### config.mk
export PLATFORM = sky130hd
export DESIGN_NAME = thermal_led_brightness_slew
export DESIGN_NICKNAME = d
export VERILOG_FILES = /design/src/tlbs_pkg.sv /design/src/tlbs_ctrl.sv /design/src/tlbs_dp.sv /design/src/thermal_led_brightness_slew.sv
export SDC_FILE = /design/constraint.sdc
export NUM_CORES = 1
export LEC_CHECK = 0
export BUFFER_PORTS_ARGS = -buffer_cell sky130_fd_sc_hd__buf_4
export CORE_ASPECT_RATIO = 1.1
export CORE_MARGIN = 4
export CORE_UTILIZATION = 49
export DETAILED_ROUTE_END_ITERATION = 10
export GPL_TIMING_DRIVEN = 0
export PLACE_DENSITY = 0.7
export SETUP_SLACK_MARGIN = 0.2
export SYNTH_ARGS = -nofsm -noshare
export SYNTH_HDL_FRONTEND = slang
export SYNTH_SLANG_ARGS = --single-unit
export TNS_END_PERCENT = 1
### constraint.sdc
create_clock -name clk -period 8.3 [get_ports clk]
set_clock_uncertainty 0.15 [all_clocks]
set_input_delay 0 -clock clk [delete_from_list [all_inputs] [get_ports clk]]
set_output_delay 0 -clock clk [all_outputs]
set_load 0.02 [all_outputs]
### src/tlbs_pkg.sv
`default_nettype none

package tlbs_pkg;

    localparam int TEMP_W   = 8;
    localparam int THR_W    = 7;
    localparam int LEVEL_W  = 8;
    localparam int TGT_W    = 10;
    localparam int NUM_W    = 16;
    localparam int QUO_W    = 13;
    localparam int CNT_W    = 4;
    localparam int OUT_W    = 24;

    localparam logic [THR_W-1:0]   THR_RESET   = 7'd60;
    localparam logic [THR_W-1:0]   THR_MIN     = 7'd10;
    localparam logic [THR_W-1:0]   THR_MAX     = 7'd89;
    localparam logic [THR_W-1:0]   MARGIN      = 7'd10;
    localparam logic [THR_W-1:0]   DIV_BIAS    = 7'd100;
    localparam logic [CNT_W-1:0]   DIV_LAST    = 4'd15;
    localparam logic [QUO_W-1:0]   JUMP_GAP    = 13'd120;
    localparam logic [QUO_W-1:0]   GAP_BIG     = 13'd40;
    localparam logic [QUO_W-1:0]   GAP_MID     = 13'd20;
    localparam logic [QUO_W-1:0]   GAP_SMALL   = 13'd10;
    localparam logic [QUO_W-1:0]   LEVEL_MAX   = 13'd255;
    localparam logic [QUO_W-1:0]   TGT_FIELD_MAX = 13'd1023;

    typedef struct packed {
        logic load;
        logic div_step;
        logic slew;
    } cmd_t;

    typedef struct packed {
        logic div_done;
    } sts_t;

endpackage

`default_nettype wire

### src/tlbs_ctrl.sv
`default_nettype none

module tlbs_ctrl
    import tlbs_pkg::*;
(
    input  wire logic clk,
    input  wire logic rst_n,
    input  wire logic in_valid,
    input  wire logic in_failed,
    output logic      in_ready,
    output logic      out_valid,
    input  wire logic out_ready,
    output cmd_t      cmd,
    input  sts_t      sts
);

    typedef enum logic [3:0] {
        ST_IDLE = 4'b0001,
        ST_DIV  = 4'b0010,
        ST_SLEW = 4'b0100,
        ST_OUT  = 4'b1000
    } state_t;

    state_t state_reg;
    state_t state_next;

    always_ff @(posedge clk or negedge rst_n)
    begin
        if (!rst_n)
        begin
            state_reg <= ST_IDLE;
        end
        else
        begin
            state_reg <= state_next;
        end
    end

    always_comb
    begin
        state_next   = state_reg;
        cmd.load     = 1'b0;
        cmd.div_step = 1'b0;
        cmd.slew     = 1'b0;
        in_ready     = 1'b0;
        out_valid    = 1'b0;
        unique case (state_reg)
            ST_IDLE:
            begin
                in_ready = 1'b1;
                if (in_valid && !in_failed)
                begin
                    cmd.load   = 1'b1;
                    state_next = ST_DIV;
                end
            end
            ST_DIV:
            begin
                cmd.div_step = 1'b1;
                if (sts.div_done)
                begin
                    state_next = ST_SLEW;
                end
            end
            ST_SLEW:
            begin
                cmd.slew   = 1'b1;
                state_next = ST_OUT;
            end
            ST_OUT:
            begin
                out_valid = 1'b1;
                if (out_ready)
                begin
                    state_next = ST_IDLE;
                end
            end
            default:
            begin
                state_next = ST_IDLE;
            end
        endcase
    end

endmodule

`default_nettype wire

### src/tlbs_dp.sv
`default_nettype none

module tlbs_dp
    import tlbs_pkg::*;
(
    input  wire logic               clk,
    input  wire logic               rst_n,
    input  wire logic               cfg_we,
    input  wire logic [THR_W-1:0]   cfg_thr,
    input  wire logic [TEMP_W-1:0]  temperature,
    input  cmd_t                    cmd,
    output sts_t                    sts,
    output logic [LEVEL_W-1:0]      led_level,
    output logic [TGT_W-1:0]        target_level
);

    logic [THR_W-1:0]   thr_reg;
    logic [THR_W-1:0]   div_reg;
    logic [THR_W-1:0]   rem_reg;
    logic [THR_W-1:0]   rem_next;
    logic [NUM_W-1:0]   quo_reg;
    logic [NUM_W-1:0]   quo_next;
    logic [CNT_W-1:0]   cnt_reg;
    logic [LEVEL_W-1:0] cur_reg;
    logic [LEVEL_W-1:0] cur_next;
    logic [LEVEL_W-1:0] led_reg;
    logic [TGT_W-1:0]   tgt_reg;
    logic [TGT_W-1:0]   tgt_next;

    logic [THR_W-1:0]   thr_used;
    logic [THR_W-1:0]   base;
    logic [TEMP_W-1:0]  diff;
    logic [NUM_W-1:0]   num;
    logic [THR_W:0]     trial;
    logic               ge;
    logic [QUO_W-1:0]   tgt;
    logic [QUO_W-1:0]   cur_w;
    logic [QUO_W-1:0]   gap;
    logic [QUO_W-1:0]   step;
    logic [QUO_W-1:0]   cand;
    logic               up;

    // threshold clamp and numerator 255*(t-base), zero when t <= base
    always_comb
    begin
        if (thr_reg < THR_MIN)
        begin
            thr_used = THR_MIN;
        end
        else if (thr_reg > THR_MAX)
        begin
            thr_used = THR_MAX;
        end
        else
        begin
            thr_used = thr_reg;
        end
        base = thr_used - MARGIN;
        if (temperature > {1'b0, base})
        begin
            diff = temperature - {1'b0, base};
        end
        else
        begin
            diff = '0;
        end
        num = {diff, 8'b0} - {8'b0, diff};
    end

    // restoring divider, one quotient bit per cycle
    always_comb
    begin
        trial    = {rem_reg, quo_reg[NUM_W-1]};
        ge       = trial >= {1'b0, div_reg};
        if (ge)
        begin
            rem_next = THR_W'(trial - {1'b0, div_reg});
        end
        else
        begin
            rem_next = trial[THR_W-1:0];
        end
        quo_next = {quo_reg[NUM_W-2:0], ge};
        sts.div_done = (cnt_reg == DIV_LAST);
    end

    // slew toward target (jump straight to it on a large gap), then clamp
    always_comb
    begin
        tgt   = quo_reg[QUO_W-1:0];
        cur_w = {{(QUO_W-LEVEL_W){1'b0}}, cur_reg};
        up    = tgt > cur_w;
        gap   = up ? (tgt - cur_w) : (cur_w - tgt);
        priority if (gap > GAP_BIG)
        begin
            step = 13'd10;
        end
        else if (gap > GAP_MID)
        begin
            step = 13'd5;
        end
        else if (gap > GAP_SMALL)
        begin
            step = 13'd2;
        end
        else
        begin
            step = 13'd1;
        end
        priority if (gap > JUMP_GAP)
        begin
            cand = tgt;
        end
        else if (gap == '0)
        begin
            cand = cur_w;
        end
        else if (up)
        begin
            cand = cur_w + step;
        end
        else
        begin
            cand = cur_w - step;
        end
        cur_next = (cand > LEVEL_MAX) ? LEVEL_W'(LEVEL_MAX) : cand[LEVEL_W-1:0];
        tgt_next = (tgt > TGT_FIELD_MAX) ? TGT_W'(TGT_FIELD_MAX) : tgt[TGT_W-1:0];
    end

    always_ff @(posedge clk or negedge rst_n)
    begin
        if (!rst_n)
        begin
            thr_reg <= THR_RESET;
            cur_reg <= '0;
        end
        else
        begin
            if (cfg_we)
            begin
                thr_reg <= cfg_thr;
            end
            if (cmd.slew)
            begin
                cur_reg <= cur_next;
            end
        end
    end

    always_ff @(posedge clk)
    begin
        if (cmd.load)
        begin
            div_reg <= DIV_BIAS - thr_used;
            rem_reg <= '0;
            quo_reg <= num;
            cnt_reg <= '0;
        end
        else if (cmd.div_step)
        begin
            rem_reg <= rem_next;
            quo_reg <= quo_next;
            cnt_reg <= cnt_reg + 1'b1;
        end
        if (cmd.slew)
        begin
            led_reg <= cur_next;
            tgt_reg <= tgt_next;
        end
    end

    assign led_level    = led_reg;
    assign target_level = tgt_reg;

endmodule

`default_nettype wire

### src/thermal_led_brightness_slew.sv
`default_nettype none

// Thermal LED brightness slew.
// Input stream: one temperature sample per item, tdata = temperature,
// tuser = read-failure flag. A failed sample is taken while idle and
// gives no result. A good sample is mapped to a brightness target,
// the stored level slews toward it and one result item follows.
// Output stream: tdata = led_level (bits 7:0), target_level (bits 17:8).
// After accept, the 16-step restoring divider runs, then a slew state
// loads the output register, after which tvalid rises. One item is in
// flight at a time: s_axis_tready is high only when the block is idle,
// so the next sample is accepted only after the result has been taken.
// A stalled receiver holds the result in the output register and keeps
// s_axis_tready low until the item is taken.
// cfg channel writes low_threshold; always ready, write only when idle.
// Reset: level 0, low_threshold 60, no result pending.
module thermal_led_brightness_slew
    import tlbs_pkg::*;
(
    input  wire logic              clk,
    input  wire logic              rst_n,
    input  wire logic              cfg_valid,
    output logic                   cfg_ready,
    input  wire logic [THR_W-1:0]  cfg_data,        // low_threshold
    input  wire logic              s_axis_tvalid,
    output logic                   s_axis_tready,
    input  wire logic [TEMP_W-1:0] s_axis_tdata,    // temperature
    input  wire logic [0:0]        s_axis_tuser,    // read_failed
    output logic                   m_axis_tvalid,
    input  wire logic              m_axis_tready,
    output logic [OUT_W-1:0]       m_axis_tdata     // led_level, target_level, zero pad
);

    cmd_t               cmd;
    sts_t               sts;
    logic [LEVEL_W-1:0] led_level;
    logic [TGT_W-1:0]   target_level;

    assign cfg_ready = 1'b1;

    tlbs_ctrl u_ctrl (
        .clk       (clk),
        .rst_n     (rst_n),
        .in_valid  (s_axis_tvalid),
        .in_failed (s_axis_tuser[0]),
        .in_ready  (s_axis_tready),
        .out_valid (m_axis_tvalid),
        .out_ready (m_axis_tready),
        .cmd       (cmd),
        .sts       (sts)
    );

    tlbs_dp u_dp (
        .clk          (clk),
        .rst_n        (rst_n),
        .cfg_we       (cfg_valid),
        .cfg_thr      (cfg_data),
        .temperature  (s_axis_tdata),
        .cmd          (cmd),
        .sts          (sts),
        .led_level    (led_level),
        .target_level (target_level)
    );

    assign m_axis_tdata = {{(OUT_W-LEVEL_W-TGT_W){1'b0}}, target_level, led_level};

`ifndef SYNTHESIS
    a_one_in_flight: assert property (@(posedge clk) disable iff (!rst_n)
        m_axis_tvalid |-> !s_axis_tready)
        else $error("input ready while result pending");

    a_failed_no_work: assert property (@(posedge clk) disable iff (!rst_n)
        (s_axis_tvalid && s_axis_tready && s_axis_tuser[0]) |=> s_axis_tready)
        else $error("failed sample started work");

    a_good_busy: assert property (@(posedge clk) disable iff (!rst_n)
        (s_axis_tvalid && s_axis_tready && !s_axis_tuser[0])
            |=> (!s_axis_tready && !m_axis_tvalid))
        else $error("good sample not processed");
`endif

endmodule

`default_nettype wire
### Word level (Yosys, flattened, before mapping)

Cells that the tools add are included.

* bits in registers: 71
* input port bits: 21
* output and inout port bits: 27
* word-level logic and storage cells: 67

* $add $sub $neg: 10
* magnitude comparators: 11
* equality and inequality tests: 8
* multiplexer cells: 24
* reductions and logical operators: 5

Operators by type and width (number)
* $mux 13: 6
* $mux 16: 2
* $sub 8x13->13: 2
* $mux 7: 3
* $mux 8: 2
* $pmux 4 s4: 1
* $sub 16x8->16: 1
* $add 8x13->13: 1
* $gt 13x10->1 const B: 1
* $gt 13x4->1 const B: 1
* $gt 13x5->1 const B: 1
* $gt 13x6->1 const B: 1
* $gt 13x7->1 const B: 1
* $gt 13x8->1: 1
* $gt 13x8->1 const B: 1
* $logic_not 13->1: 1
* $sub 13x8->13: 1
* $mux 4: 3
* $eq 4x4->1 const B: 2
* $ge 8x7->1: 1
* $gt 8x7->1: 1
* $sub 8x7->8: 1
* $gt 7x7->1 const B: 1
* $lt 7x4->1 const B: 1
* 15 further kinds: 21

### Depth between registers and ports, before layout

* word-level depth: 12
* gate-level depth with buffers: 26
* mapped depth without buffers: 25

### Hierarchy

Synthesis repeated with hierarchy kept, for this count alone.

* cells, all modules: 660
* area, all modules: 5906.9 µm²

By module, submodules not included
* tlbs_dp: times used 1, cells each 631, area each 5605.4 µm², sequential area each 1831.8 µm²
* tlbs_ctrl: times used 1, cells each 20, area each 241.5 µm², sequential area each 101.3 µm²
* thermal_led_brightness_slew: times used 1, cells each 9, area each 60.1 µm², sequential area each 0.0 µm²

### Worst setup path after synthesis

Ideal clock, no wire load.

* kind: flip-flop to flip-flop
* from: reg u_dp.cur_reg[7]
* to: reg u_dp.led_reg[0] (netlist: u_dp.led_level[0]) (data pin)
* setup time: 269 ps
* data arrival time: 5048 ps
* data required time: 7881 ps
* path slack: 2833 ps
* cell stages (with the launch flop): 25
* buffers on the path: 1
* period minus slack after synthesis: 5467 ps
* cell sequence: dfrtp_1 > inv_1 > ha_1 > buf_6 > inv_4 > or3_4 > a21oi_4 > o21a_4 > mux2i_1 > and3_1 > o21ai_0 > a211oi_1 > o31a_1 > ha_1 > fa_1 > nor2b_1 > o31a_1 > o211ai_1 > a21oi_1 > or4b_1 > o211ai_1 > o41ai_4 > a21oi_2 > nand2b_4 > o211ai_1

* cells in the longest elaborated chain, start to end: 12
* elaborated cells between the ends (all ways): 19
* those cells by class: 4 x add/sub; 6 x order compare; 8 x mux; 1 x reduce/logical

RTL lines
* start, declared: line tlbs_dp.sv:24 `logic [LEVEL_W-1:0] cur_reg;`
* start signal, assigned: line tlbs_dp.sv:145 `cur_reg <= cur_next;`
* $sub 8x13->13 (tied with other cells): line tlbs_dp.sv:93 `gap = up ? (tgt - cur_w) : (cur_w - tgt);`
* $mux 13: line tlbs_dp.sv:93
* $gt 13x4->1: line tlbs_dp.sv:102 `else if (gap > GAP_SMALL)`
* $mux 2: line tlbs_dp.sv:102
* $mux 13: line tlbs_dp.sv:98 `else if (gap > GAP_MID)`
* $mux 13: line tlbs_dp.sv:94 `priority if (gap > GAP_BIG)`
* $sub 8x13->13 / $add 8x13->13 (equally long branches): line tlbs_dp.sv:124, tlbs_dp.sv:120
* $mux 13: line tlbs_dp.sv:118 `else if (up)`
* $mux 13: line tlbs_dp.sv:114 `else if (gap == '0)`
* $mux 13 *: line tlbs_dp.sv:110 `priority if (gap > JUMP_GAP)`
* $gt 13x8->1: line tlbs_dp.sv:126 `cur_next = (cand > LEVEL_MAX) ? LEVEL_W'(LEVEL_MAX) : cand[LEVEL_W-1:0];`
* $mux 8 *: line tlbs_dp.sv:126
* net u_dp.cur_next[0]: line tlbs_dp.sv:25 `logic [LEVEL_W-1:0] cur_next;`
* end signal, assigned: line tlbs_dp.sv:167 `led_reg <= cur_next;`
* end, declared: line tlbs_dp.sv:26 `logic [LEVEL_W-1:0] led_reg;`

Mark *: on every way through the listed nets, which the timed path passes. The rest lies on a longest branch.
A chain may end at the register's enable or synchronous reset.

### Final worst setup path

* from: reg u_dp.quo_reg[2]
* to: reg u_dp.led_reg[0] (netlist: u_dp.led_level[0]) (data pin)

* cells in the longest elaborated chain, start to end: 12
* elaborated cells between the ends (all ways): 19
* those cells by class: 4 x add/sub; 6 x order compare; 8 x mux; 1 x reduce/logical

RTL lines
* start, declared: line tlbs_dp.sv:21 `logic [NUM_W-1:0] quo_reg;`
* start signal, assigned: line tlbs_dp.sv:156 `quo_reg <= num;`
* start signal, assigned: line tlbs_dp.sv:162 `quo_reg <= quo_next;`
* $sub 8x13->13 (tied with other cells): line tlbs_dp.sv:93
* $mux 13: line tlbs_dp.sv:93
* $gt 13x4->1: line tlbs_dp.sv:102
* $mux 2: line tlbs_dp.sv:102
* $mux 13: line tlbs_dp.sv:98
* $mux 13: line tlbs_dp.sv:94
* $sub 8x13->13 / $add 8x13->13 (equally long branches): line tlbs_dp.sv:124, tlbs_dp.sv:120
* $mux 13: line tlbs_dp.sv:118
* $mux 13: line tlbs_dp.sv:114
* $mux 13 *: line tlbs_dp.sv:110
* $gt 13x8->1: line tlbs_dp.sv:126
* $mux 8 *: line tlbs_dp.sv:126
* net u_dp.cur_next[0]: line tlbs_dp.sv:25

Marked as above.

==> tab_implementation.tex <==
\begin{tabular}{lr}
\hline
Metric & Value \\
\hline
\multicolumn{2}{l}{\textbf{Synth}} \\
Mapped Cells & 681 \\
Fraction of synthesis flops using an asynchronous set or reset pin & between 20\% and 30\% \\
EDFF count, synth & between 40 and 50 \\
Number of warnings printed during yosys synthesis & 0 \\
Area of the mapped netlist & 0.00595 mm2 \\
Register area share after synthesis & between 30 and 40\% \\
Dominant register cell in the synthesized netlist & sky130\_fd\_sc\_hd\_\_edfxtp\_1 \\
Synth cell types & 85 \\
Seq cells post-synth & about 70 \\
Per-instance average area after synthesis & 8.74 um2 \\
\multicolumn{2}{l}{\textbf{Cells and area}} \\
Net count reported at finish & roughly 830 \\
Flip-flop count of the largest register after layout & 16 \\
Final standard cell area without fillers & 0.00693 mm2 \\
Antenna fix cells & 0 \\
Number of standard cells in the final layout excluding fillers & a little over 900 \\
Signed area change from the synthesized netlist to the final layout & 16.4\% \\
Number of fill cells in the layout & $\sim$1000 \\
Layout cells sized above 1 & 13.8\% \\
\multicolumn{2}{l}{\textbf{Global routing}} \\
Number of antenna violations at the first check in global routing & 0 \\
Tot GR Track Use & 22.5\% \\
Congestion Overflow GR & 0 \\
Number of global-route vias before repair & around 5300 \\
Global-route wire length before repair & around 25000 um \\
Pin count of the biggest net entering global routing & 25 \\
\multicolumn{2}{l}{\textbf{Detailed routing}} \\
Number of iterations in the first detailed-routing pass & 5 \\
Number of vias per cell & $\sim$5.9 \\
Total number of vias & 5332 \\
Wire length per cell after detailed routing & between 15 and 20 um \\
DRC marker count from the first detailed-route iteration & 415 \\
Remaining number of nets flagged by the antenna check after routing & 0 \\
DRC violation count after routing & 0 \\
Total wire length after detailed routing & $\sim$15000 um \\
\multicolumn{2}{l}{\textbf{Timing}} \\
Final count of hold timing violations & 0 \\
Final worst-path cycle share & between 70\% and 80\% \\
Minimum clock period & about 6.5 ns \\
Total negative slack for setup checks & 0 ns \\
Slew Limit Fails & 0 \\
Slew at the pin with the worst max-slew slack & between 1 and 1.5 ns \\
Worst slew margin & between 20\% and 30\% \\
Worst-case setup margin in the final layout & about 1.8 ns \\
Final number of setup-violating endpoints & 0 \\
Setup repair after global routing missed its margin & false \\
Highest clock frequency the design can meet & about 0.15 GHz \\
\multicolumn{2}{l}{\textbf{Worst hold path}} \\
Worst Hold Class & primary input to flip-flop \\
Startpoint of the most critical hold path & cfg\_valid \\
\multicolumn{2}{l}{\textbf{Power and ir drop}} \\
Worst voltage drop across the vdd grid & 0.131 mV \\
Static leakage power & approximately 2.9 nW \\
Power per standard cell area & between 200 and 300 mW/mm2 \\
Final Total Pwr & 2.07 mW \\
\multicolumn{2}{l}{\textbf{Clock network}} \\
CTS tree & yes \\
CTS Root Cell & sky130\_fd\_sc\_hd\_\_clkbuf\_16 \\
H-tree lvl count & 3 \\
Clock-pin slew reported for the worst setup and hold paths after clock tree synthesis & 0.06 ns \\
Post-CTS setup buffers & 0 \\
Number of buffers inserted during clock tree synthesis & 9 \\
Clock insertion delay at the later pin of the skew report & approximately 0.33 ns \\
TritonCTS Sinks & 71 \\
Maximum clock insertion buffer count & 2 \\
Post-CTS sizing & 0 \\
\multicolumn{2}{l}{\textbf{Critical path}} \\
Worst flop-to-flop path startpoint & u\_dp.quo\_reg[2]\$\_DFFE\_PP\_ \\
WP data arrival & 6.41 ns \\
Setup crit end kind & flip-flop \\
CP dominant cell by count & sky130\_fd\_sc\_hd\_\_o211ai\_1 \\
Data required time of the critical path & slightly above 8 ns \\
Cell-by-cell trace of the critical path & ha\_1 > buf\_2 > and3\_1 > nand4\_2 > nand2\_1 > o221ai\_1 > nor3\_1 > and3\_1 > o21ai\_0 > a211oi\_1 > o31a\_1 > ha\_1 > fa\_1 > nor2b\_1 > o31a\_1 > o211ai\_1 > a21oi\_1 > or4b\_1 > o211ai\_1 > o41ai\_4 > a21oi\_2 > nand2b\_4 > o211ai\_1 \\
Slowest CP cell & sky130\_fd\_sc\_hd\_\_edfxtp\_1 \\
Worst path max stage delay & between 0.5 and 0.6 ns \\
Type of origin of the critical path & flip-flop \\
Class of the most critical setup path & flip-flop to flip-flop \\
Crit path from & u\_dp.quo\_reg[2]\$\_DFFE\_PP\_ \\
Critical path peak fanout & 10 \\
\multicolumn{2}{l}{\textbf{Die}} \\
Die W & 113 um \\
Core Region & roughly 0.012 mm2 \\
Die Outline Area & around 0.014 mm2 \\
Top-level port count & 48 \\
Chip Height & between 100 and 150 um \\
Effective utilization at floorplan & about half \\
Cell Rows & 41 \\
\multicolumn{2}{l}{\textbf{Place}} \\
Placed cell count & 876 \\
Weighted congestion at the end of routability-driven global placement & between 0.9 and 1 \\
Post-Place Cell Area & between 0.006 and 0.007 mm2 \\
HPWL after DPL & approximately 12000 um \\
Place WS & $\sim$1.9 ns \\
Count of input and output buffers & 40 \\
\multicolumn{2}{l}{\textbf{Run status}} \\
Run status & finished, final reports clean \\
\multicolumn{2}{l}{\textbf{Run}} \\
Max-cap violation count & 0 \\
\hline
\end{tabular}
==> synth_stat cells (all sizes together) (3+ instances only) <==
| library cell | instances | area share (%) |
|---|---|---|
| nand2 | 74 | 4.7 |
| inv | 54 | 3.4 |
| o21ai | 50 | 4.3 |
| nor2 | 49 | 3.1 |
| ha | 45 | 9.5 |
| a21oi | 44 | 4.0 |
| edfxtp | 41 | 21 |
| nand3 | 20 | 1.7 |
| xnor2 | 20 | 2.9 |
| nand2b | 18 | 2.0 |
| a211oi | 17 | 2.2 |
| buf | 17 | 2.0 |
| nor3 | 17 | 1.6 |
| dfrtp | 14 | 5.9 |
| clkbuf | 13 | 0.82 |
| a31oi | 12 | 1.3 |
| mux2i | 12 | 2.0 |
| o211ai | 12 | 1.7 |
| dfxtp | 11 | 3.7 |
| nand4 | 11 | 1.3 |
| nor2b | 10 | 1.1 |
| a21o | 9 | 1.1 |
| o21a | 9 | 1.3 |
| mux2 | 8 | 1.6 |
| and2 | 7 | 0.74 |
| o31ai | 6 | 0.76 |
| or3 | 6 | 0.72 |
| and3 | 5 | 0.53 |
| dfstp | 5 | 2.2 |
| fa | 5 | 1.7 |
| o31a | 5 | 0.74 |
| nor4b | 4 | 0.59 |
| xor2 | 4 | 0.59 |
| a211o | 3 | 0.44 |
| and4 | 3 | 0.44 |
| nand3b | 3 | 0.38 |
| o32ai | 3 | 0.44 |
| or2 | 3 | 0.32 |
==> area by class of cell <==
class / instances / area (um2) / area share [%]
clock buffer: 10 / 250 / 3.61
sequential: 71 / 1930 / 27.9
buffer: 30 / 166 / 2.40
multi-input combinational: 530 / 3660 / 52.8
inverter: 55 / 209 / 3.02
tap: 150 / 188 / 2.71
clock inverter: 6 / 41.3 / 0.596
timing repair buffer: 58 / 480 / 6.94
==> per-layer routing <==
| metal | vias to the layer above | global-route usage (%) | wire, um |
|---|---|---|---|
| li1 | 2613 | - | - |
| met5 | - | 0 | 0 |
| met3 | 46 | 3.96 | 706 |
| met1 | 2518 | 25.5 | 6250 |
| met2 | 155 | 41.5 | 7960 |
| met4 | 0 | 9.84 | 510 |
==> critical path, delay by kind of cell (launching register included) <==
kind,cells,cell delay (ns)
and+or+nand+nor,8,2.41
adders and majority gates,3,0.79
buffers and inverters,1,0.18
AOI/OAI and AO/OA,11,2.16
DFF,1,0.52
==> worst paths after layout <==
kind                                                 to  slack, ns  cells after the start
max in group asynchronous   u_dp.cur_reg[3]$_DFFE_PN0P_       6.68                      3
setup / recovery            u_dp.led_level[0]$_DFFE_PP_       1.81                     23
setup reg to reg            u_dp.led_level[0]$_DFFE_PP_       1.81                     23
min in group asynchronous   u_dp.thr_reg[4]$_DFFE_PN1P_       0.06                      2
hold / removal              u_dp.thr_reg[2]$_DFFE_PN1P_       0.02                      4
hold reg to reg            u_dp.rem_reg[6]$_SDFFE_PP0P_       0.31                      2
==> metrics by stage <==
step	hold slack [ns]	util, %
after floorplan	-0.446	-
after global placement	-0.247	55.2
after detailed placement	-0.249	55.2
after CTS	0.0104	59.2
after global routing	0.0485	59.2
final	0.0189	59.2
==> cell usage in the layout (no fill, tap or decap), drive strengths merged, types with 18 or more instances in the layout <==
cell type | netlist | layout
buf | 17 | 57
dlygate4sd3 | 0 | 18
ha | 45 | 45
nand3 | 20 | 20
inv | 54 | 55
xnor2 | 20 | 20
nor2 | 49 | 49
o21ai | 50 | 50
nand2 | 74 | 74
edfxtp | 41 | 41
clkbuf | 13 | 23
a21oi | 44 | 44
nand2b | 18 | 18
==> power by group <==
group	switching (mW)	internal, mW
Clock	0.151	0.220
Combinational	0.694	0.452
Sequential	0.0831	0.467
Total	0.928	1.14
==> logic make-up (layout without fill, tap and decap cells) <==
| family | count (synthesis) | after routing | synth area share [%] |
|---|---|---|---|
| DFF | 71 | 71 | 32.5 |
| buffers and inverters | 85 | 159 | 6.31 |
| other | 2 | 7 | 0.126 |
| muxes | 20 | 20 | 3.60 |
| adders and majority gates | 50 | 50 | 11.1 |
| AOI/OAI and AO/OA | 190 | 190 | 22.1 |
| xor gates and xnor gates | 24 | 24 | 3.53 |
| and+or+nand+nor | 239 | 239 | 20.7 |
==> timing repair <==
action,CTS,global route
setup endpoints to repair,0,0
hold buffers,18,0
hold endpoints to repair,29,0
Note: power is estimated with default switching activity, not from simulation.
